$ cat src/sv/prt_pkg.sv
// Shared types and constants for the positional record table.
// Holds the record layout, request and status codes and the shift control bundle.
// Depends on nothing; every other file refers to it by scoped names.
package prt_pkg;

    localparam int DEPTH_DEFAULT = 16;
    localparam int POS_W         = 5;
    localparam int KEY_W         = 64;
    localparam int DATE_W        = 27;
    localparam int TEMP_W        = 16;
    localparam int INDEX_W       = 4;
    localparam int COUNT_W       = 5;
    localparam int REQ_W         = 2;
    localparam int STATUS_W      = 2;
    localparam int IN_DATA_W     = 144;
    localparam int OUT_DATA_W    = 152;

    typedef enum logic [REQ_W-1:0] {
        REQ_INSERT = 2'd0,
        REQ_SEARCH = 2'd1,
        REQ_DELETE = 2'd2,
        REQ_READ   = 2'd3
    } req_t;

    typedef enum logic [STATUS_W-1:0] {
        ST_OK     = 2'd0,
        ST_BADPOS = 2'd1,
        ST_MISS   = 2'd2,
        ST_FULL   = 2'd3
    } status_t;

    typedef struct packed {
        logic signed [TEMP_W-1:0] temp_third;
        logic signed [TEMP_W-1:0] temp_second;
        logic signed [TEMP_W-1:0] temp_first;
        logic        [DATE_W-1:0] date_code;
        logic        [KEY_W-1:0]  city_key;
    } record_t;

    typedef enum logic [1:0] {
        SHIFT_HOLD   = 2'd0,
        SHIFT_INSERT = 2'd1,
        SHIFT_DELETE = 2'd2,
        SHIFT_ROTATE = 2'd3
    } shift_op_t;

    typedef struct packed {
        shift_op_t        op;
        logic [POS_W-1:0] pos;
    } shift_ctrl_t;

endpackage

$ cat src/sv/prt_cell.sv
// One storage cell of the record chain: holds a single record.
// Depends on prt_pkg for the record and shift control types.
// Takes its left neighbor, its right neighbor, the new record, or holds.
module prt_cell #(
    parameter int DEPTH = prt_pkg::DEPTH_DEFAULT,
    parameter int INDEX = 0
) (
    input  logic                clk,
    input  prt_pkg::shift_ctrl_t ctrl,
    input  prt_pkg::record_t    new_rec,
    input  prt_pkg::record_t    left_rec,
    input  prt_pkg::record_t    right_rec,
    output prt_pkg::record_t    rec
);

    localparam int IW    = (DEPTH > 1) ? $clog2(DEPTH) : 1;
    localparam int CMP_W = ((IW > prt_pkg::POS_W) ? IW : prt_pkg::POS_W) + 1;

    prt_pkg::record_t rec_reg;
    prt_pkg::record_t rec_next;
    logic [CMP_W-1:0] idx_c;
    logic [CMP_W-1:0] pos_c;

    assign idx_c = CMP_W'(INDEX);
    assign pos_c = CMP_W'(ctrl.pos);

    always_comb
    begin
        rec_next = rec_reg;
        case (ctrl.op)
            prt_pkg::SHIFT_INSERT:
            begin
                if (idx_c > pos_c)
                begin
                    rec_next = left_rec;
                end
                else if (idx_c == pos_c)
                begin
                    rec_next = new_rec;
                end
            end
            prt_pkg::SHIFT_DELETE:
            begin
                if (idx_c >= pos_c)
                begin
                    rec_next = right_rec;
                end
            end
            prt_pkg::SHIFT_ROTATE:
            begin
                rec_next = right_rec;
            end
            default:
            begin
                rec_next = rec_reg;
            end
        endcase
    end

    always_ff @(posedge clk)
    begin
        rec_reg <= rec_next;
    end

    assign rec = rec_reg;

endmodule

$ cat config.mk
export PLATFORM = sky130hd
export DESIGN_NAME = prt_cell
export DESIGN_NICKNAME = d
export VERILOG_FILES = /design/src/sv/prt_pkg.sv /design/src/sv/prt_cell.sv
export SDC_FILE = /design/constraint.sdc
export NUM_CORES = 1
export LEC_CHECK = 0
export BUFFER_PORTS_ARGS = -buffer_cell sky130_fd_sc_hd__buf_4
export CAP_MARGIN = 20
export CORE_AREA = 4 4 220 222
export CTS_CLUSTER_SIZE = 25
export DETAILED_ROUTE_END_ITERATION = 8
export DIE_AREA = 0 0 224 226
export PLACE_DENSITY = 0.37
export SYNTH_ARGS = -nofsm -noshare
export SYNTH_HDL_FRONTEND = slang
export SYNTH_SLANG_ARGS = --single-unit
$ cat constraint.sdc
create_clock -name clk -period 5.4 [get_ports clk]
set_input_delay 1.35 -clock clk [delete_from_list [all_inputs] [get_ports clk]]
set_output_delay 1.35 -clock clk [all_outputs]
set_load 0.02 [all_outputs]
==> impl_metrics.csv, run 1 <==
group,metric,value,unit
synthesis,ys.flop_type,"edfxtp_1",
worst_setup_path,critPathBufInv,2,
die,num_rows,79,
worst_setup_path,slowest_delay,680,ps
global_routing,grt_usage,8.55,%
placement,dp_slack,1810,ps
drt,drt_iter0_drc,109,
timing,finalCritPeriodShare,55.9,%
global_routing,grt_max_degree,76,
pwr,leakagePower,4.23,nW
clock_tree,cts_buffers,17,
clock_tree,post_cts_buffers,0,
timing,setup_viol,0,
worst_setup_path,cp_slowest_cell,"maj3_4",
synthesis,synth_nets,722,
timing,layout_setup_ws,2380,ps
global_routing,antenna_found_initial,5,
synthesis,ys_seq_area_share,70.6,%
hold_path,worst_hold_path.endpoint,"rec[116]$_DFFE_PP_",
timing,hold_viol_final,0,
timing,fmax,331,MHz
placement,io_buffer_count,424,
timing,post-route-min-period,3020,ps
hold_path,hp-class,"in -> reg",
synthesis,syn_area_per_cell,19.9,µm²
global_routing,grt_pass1_vias,4698,
synthesis,synth_edf_count,139,
flow_run,cap_violations,0,
cells_and_area,finalNetCount,1155,
timing,maxSlewHeadroom,51.3,%
clock_tree,htree_levels,4,
timing,rsz0062_at_grt,"false",
worst_setup_path,cp_common_cell,"buf_4",
drt,drt-total-wl,22300,µm
die,die_w,224,µm
clock_tree,clock-sinks,139,
synthesis,yosys_warnings,0,
cells_and_area,fin_cells,1351,
drt,first_pass_iters,4,
placement,dpl.hpwl,17300,µm
placement,dpl_cell_area,9790,µm²
worst_setup_path,cp.arrival,3170,ps
clock_tree,cts_resized,0,
cells_and_area,largest_register_ffs,139,
die,die_h,226,µm
drt,post_drt_via_cell_ratio,3.25,
clock_tree,cts_tree,"done",
worst_setup_path,worstPathRequired,5550,ps
cells_and_area,final_area,10400,µm²
drt,ant_nets,0,
synthesis,synth.top_cell.area_share,70.6,%
synthesis,synthTopCellsByCount,"edfxtp_1, mux2_2, buf_6",
worst_setup_path,cp_top_family,"adder cells",
worst_setup_path,crit_fanout,45,
synthesis,ys_top_cells_by_area,"edfxtp_1, mux2_2, buf_6, buf_2, maj3_1",
synthesis,async_reset_ff_share,0,%
clock_tree,cts_buffer_depth,2,
clock_tree,clk_pin_slew,60,ps
drt,route.detailed.drc,0,
global_routing,grt-ovfl-total,0,
synthesis,netlist_instances,297,
synthesis,ys_ff_latch,139,
synthesis,synth_area,5910,µm²
worst_setup_path,worstPathCellList,"buf_4 > or4_1 > nor2_1 > maj3_4 > buf_4",
timing,fin_tns_setup,0,ps
status,status,"finished clean",
placement,placedCellCount,1318,
synthesis,yosys.area.top_type,"edfxtp_1",
cells_and_area,area_growth,75.8,%
hold_path,worstHoldStart,"right_rec[116]",
die,die-area,50600,µm²
die,initial_utilization,12.7,%
placement,place_congestion,0.701,
global_routing,grt_pass1_wl,30400,µm
die,top_level_ports,564,
cells_and_area,utilization,22.4,%
clock_tree,cts_root_buffer,"clkbuf_16",
cells_and_area,drive_above_1_share,80.2,%
worst_setup_path,start_kind,"input pin",
clock_tree,cts_hold_buf,0,
drt,wl_per_cell,16.5,µm
drt,num_vias,4397,
pwr,power_density,300,nW/µm²
worst_setup_path,critical_path_class,"in -> reg",
synthesis,synth_cell_type_count,7,
die,core,46400,µm²
hold_path,holdPathStages,2,
timing,drv_slew,0,
timing,worst_slew_pin_slew,731,ps
pwr,max-vdd-ir-drop,154,µV
worst_setup_path,worstSetupEndpointType,"register",
-- final cells by class --
type                    instances  area [µm²]
flip-flops and latches        139        4170
fillers                      4952       36000
repair buffers                430        3270
diodes                          2        5.00
clock buffers                  20         437
multi-input cells             142        1590
clock inverters                11         151
well taps                     607         759
-- stage by stage --
stage / hold slack (ps) / total power, mW
3_3_place_gp: 1650 / 1.92
6_report: 1180 / 3.12
2_1_floorplan: 1570 / 1.59
3_5_place_dp: 1660 / 1.92
5_1_grt: 1140 / 3.27
4_1_cts: 1110 / 3.21
-- kinds of logic after synthesis --
logic type / share of synthesized area [%]
buffers and inverters: 2.52
and+or+nand+nor: 0.191
DFF: 70.6
adders and majority gates: 0.169
muxes: 26.5
-- per-layer routing --
metal  routed length, µm  track usage (%)  part of all wire (%)  vias to the layer above
li1                    -                -                     -                     2046
met1                7790             8.32                    35                     2054
met2               11100             14.0                    49                      262
met3                3020             5.86                    14                       29
met4                 440             3.94                   2.0                        6
met5                  33                0                  0.15                        -
-- cells in the final DEF (no fill, tap or decap) --
cell type / synthesis / routed
clkinv_2: 0 / 4
bufinv_16: 0 / 4
mux2_2: 139 / 139
maj3_4: 0 / 1
buf_4: 0 / 426
edfxtp_1: 139 / 139
clkbuf_1: 0 / 3
buf_12: 0 / 3
nor2_1: 1 / 1
or4_1: 1 / 1
clkbuf_16: 0 / 17
buf_6: 11 / 1
clkinv_1: 0 / 3
diode_2: 0 / 2
-- worst max-delay path by stage --
stage / cells past startpoint / end / slack, ps / start
after floorplan: 3 / rec[0]$_DFFE_PP_ / 1200 / ctrl[3]
after global placement: 5 / rec[84]$_DFFE_PP_ / 1780 / ctrl[3]
after detailed placement: 5 / rec[84]$_DFFE_PP_ / 1810 / ctrl[3]
after CTS: 5 / rec[84]$_DFFE_PP_ / 2350 / ctrl[3]
after global routing: 5 / rec[84]$_DFFE_PP_ / 2240 / ctrl[3]
final: 5 / rec[79]$_DFFE_PP_ / 2380 / ctrl[3]
-- report_power, final --
group / total (mW) / internal (mW) / switching [mW]
Combinational: 0.563 / 0.310 / 0.252
Clock: 1.23 / 0.759 / 0.474
Sequential: 1.32 / 1.30 / 0.0239
Power figures use the tool's default switching activity.
==> inputs of run 2 (changes only) <==
--- a/config.mk
+++ b/config.mk
@@ -7,10 +7,10 @@
 export LEC_CHECK = 0
 export BUFFER_PORTS_ARGS = -buffer_cell sky130_fd_sc_hd__buf_4
 export CAP_MARGIN = 20
-export CORE_AREA = 4 4 220 222
+export CORE_AREA = 4 4 214 216
 export CTS_CLUSTER_SIZE = 25
 export DETAILED_ROUTE_END_ITERATION = 8
-export DIE_AREA = 0 0 224 226
+export DIE_AREA = 0 0 218 220
 export PLACE_DENSITY = 0.37
 export SYNTH_ARGS = -nofsm -noshare
 export SYNTH_HDL_FRONTEND = slang
==> constraint.sdc (replaced) <==
create_clock -name clk -period 3.15 [get_ports clk]
set_input_delay 0.7875 -clock clk [delete_from_list [all_inputs] [get_ports clk]]
set_output_delay 0.7875 -clock clk [all_outputs]
set_load 0.02 [all_outputs]
==> run 2 against run 1 <==
Compared with the run above:
- design area grew 0.14%
- non-clock buffer count grew 3
- wire length shrank 2.2%
- clock power increased by 75%
- utilization grew 1.3 points
- via count fell by 0.11%
- combinational power grew 72%
- global-route usage increased by 0.20 points
==> impl_metrics.csv, run 2 (synthesis gave the netlist of run 1 again) <==
group,metric,value,unit
cells_and_area,drive_above_1_share,80.8,%
cells_and_area,multi_input_area,1590,µm²
drt,post_drt_via_cell_ratio,3.28,
worst_setup_path,cp_top_family,"simple AND/OR/NAND/NOR gates",
timing,rsz0062_at_grt,"false",
timing,finalCritPeriodShare,66.5,%
global_routing,grt_usage,8.75,%
cells_and_area,antenna_cells,0,
worst_setup_path,slowest_delay,510,ps
drt,drt_iter0_drc,149,
clock_tree,cts_buffers,17,
drt,route.detailed.drc,0,
worst_setup_path,cp-endpoint,"rec[64]$_DFFE_PP_",
hold_path,holdPathStages,2,
cells_and_area,nFillCells,4717,
drt,drt-total-wl,21800,µm
worst_setup_path,crit_fanout,65,
die,core,43900,µm²
die,die_h,220,µm
timing,fmax,477,MHz
clock_tree,htree_levels,4,
clock_tree,post_cts_buffers,0,
placement,place_congestion,0.705,
cells_and_area,area_growth,76.0,%
cells_and_area,register_area,4170,µm²
clock_tree,clk_pin_slew,60,ps
drt,wl_per_cell,16.3,µm
worst_setup_path,crit_path_start,"ctrl[3]",
worst_setup_path,cp.arrival,2210,ps
worst_setup_path,path_depth,5,
clock_tree,cts_tree,"done",
pwr,power_density,518,nW/µm²
drt,ant_nets,0,
worst_setup_path,start_kind,"input pin",
clock_tree,clock-sinks,139,
timing,fin_tns_setup,0,ps
worst_setup_path,worstPathCellList,"buf_4 > or4_1 > nor2_1 > maj3_4 > buf_12",
timing,hold_viol_final,0,
die,initial_utilization,13.5,%
pwr,leakagePower,4.24,nW
worst_setup_path,worstSetupEndpointType,"register",
global_routing,grt-ovfl-total,0,
clock_tree,cts_resized,0,
timing,worst_slew_pin_slew,423,ps
timing,drv_slew,0,
worst_setup_path,critical_path_class,"in -> reg",
pwr,max-vdd-ir-drop,334,µV
die,die-area,48000,µm²
worst_setup_path,worstPathRequired,3260,ps
worst_setup_path,cp_slowest_cell,"or4_1",
die,num_rows,77,
die,die_w,218,µm
clock_tree,cts_hold_buf,0,
cells_and_area,largest_register_ffs,139,
clock_tree,cts_buffer_depth,2,
cells_and_area,final_cell_mix,"buf_4, mux2_2, edfxtp_1, clkbuf_16",
status,status,"finished clean",
cells_and_area,finalNetCount,1158,
cells_and_area,mostFrequentLayoutCell,"buf_4",
clock_tree,cts_root_buffer,"clkbuf_16",
placement,dpl.hpwl,16900,µm
global_routing,antenna_found_initial,8,
worst_setup_path,critPathBufInv,2,
timing,post-route-min-period,2090,ps
timing,maxSlewHeadroom,71.8,%
global_routing,grt_pass1_wl,29800,µm
cells_and_area,utilization,23.7,%
drt,num_vias,4392,
global_routing,grt_pass1_vias,4600,
hold_path,hp-class,"in -> reg",
flow_run,cap_violations,0,
global_routing,grt_max_degree,66,
drt,first_pass_iters,4,
placement,io_buffer_count,424,
die,top_level_ports,564,
timing,setup_viol,0,
-- run 2: changes by cell type in the layout (fill, tap and decap cells not counted), sizes merged --
cell and delta:
clkbuf -3, buf +3, diode -2, clkinvlp +3
-- run 2: worst min path at each step --
stage	start	endpoint	slack, ps
floorplan	new_rec[100]	rec[100]$_DFFE_PP_	1010
global placement	new_rec[91]	rec[91]$_DFFE_PP_	1090
detailed placement	new_rec[8]	rec[8]$_DFFE_PP_	1090
CTS	new_rec[90]	rec[90]$_DFFE_PP_	550
global route	new_rec[90]	rec[90]$_DFFE_PP_	570
finish	new_rec[90]	rec[90]$_DFFE_PP_	610
-- run 2: layout make-up --
cell class | count | area share [%]
well taps | 592 | 7.12
multi-input cells | 142 | 15.3
flip-flops and latches | 139 | 40.1
repair buffers | 433 | 31.6
clock buffers | 17 | 4.09
clock inverters | 14 | 1.72
-- run 2: per-stage QoR --
stage / cell area [µm²] / std cells / total power, mW / hold WS (ps) / setup WS, ps
final: 10400 / 1337 / 5.39 / 614 / 1060
after global routing: 10400 / 1337 / 5.66 / 570 / 982
after floorplan: 5910 / 297 / 2.72 / 1010 / 214
after global placement: 9800 / 1306 / 3.30 / 1090 / 520
after CTS: 10400 / 1337 / 5.54 / 550 / 1110
after detailed placement: 9800 / 1306 / 3.29 / 1090 / 575
-- run 2: metal layers --
layer	up-vias	GRT usage [%]	routed length, µm
met5	-	0	87
met1	2017	9.59	8410
li1	2046	-	-
met4	14	4.17	472
met2	277	13.0	9870
met3	38	5.92	3010
-- run 2: power breakdown --
part	switching [mW]	internal [mW]	total, mW	leakage (nW)
logic	0.435	0.534	0.969	2.65
clock network	0.850	1.30	2.15	0.289
registers	0.0411	2.22	2.26	1.31
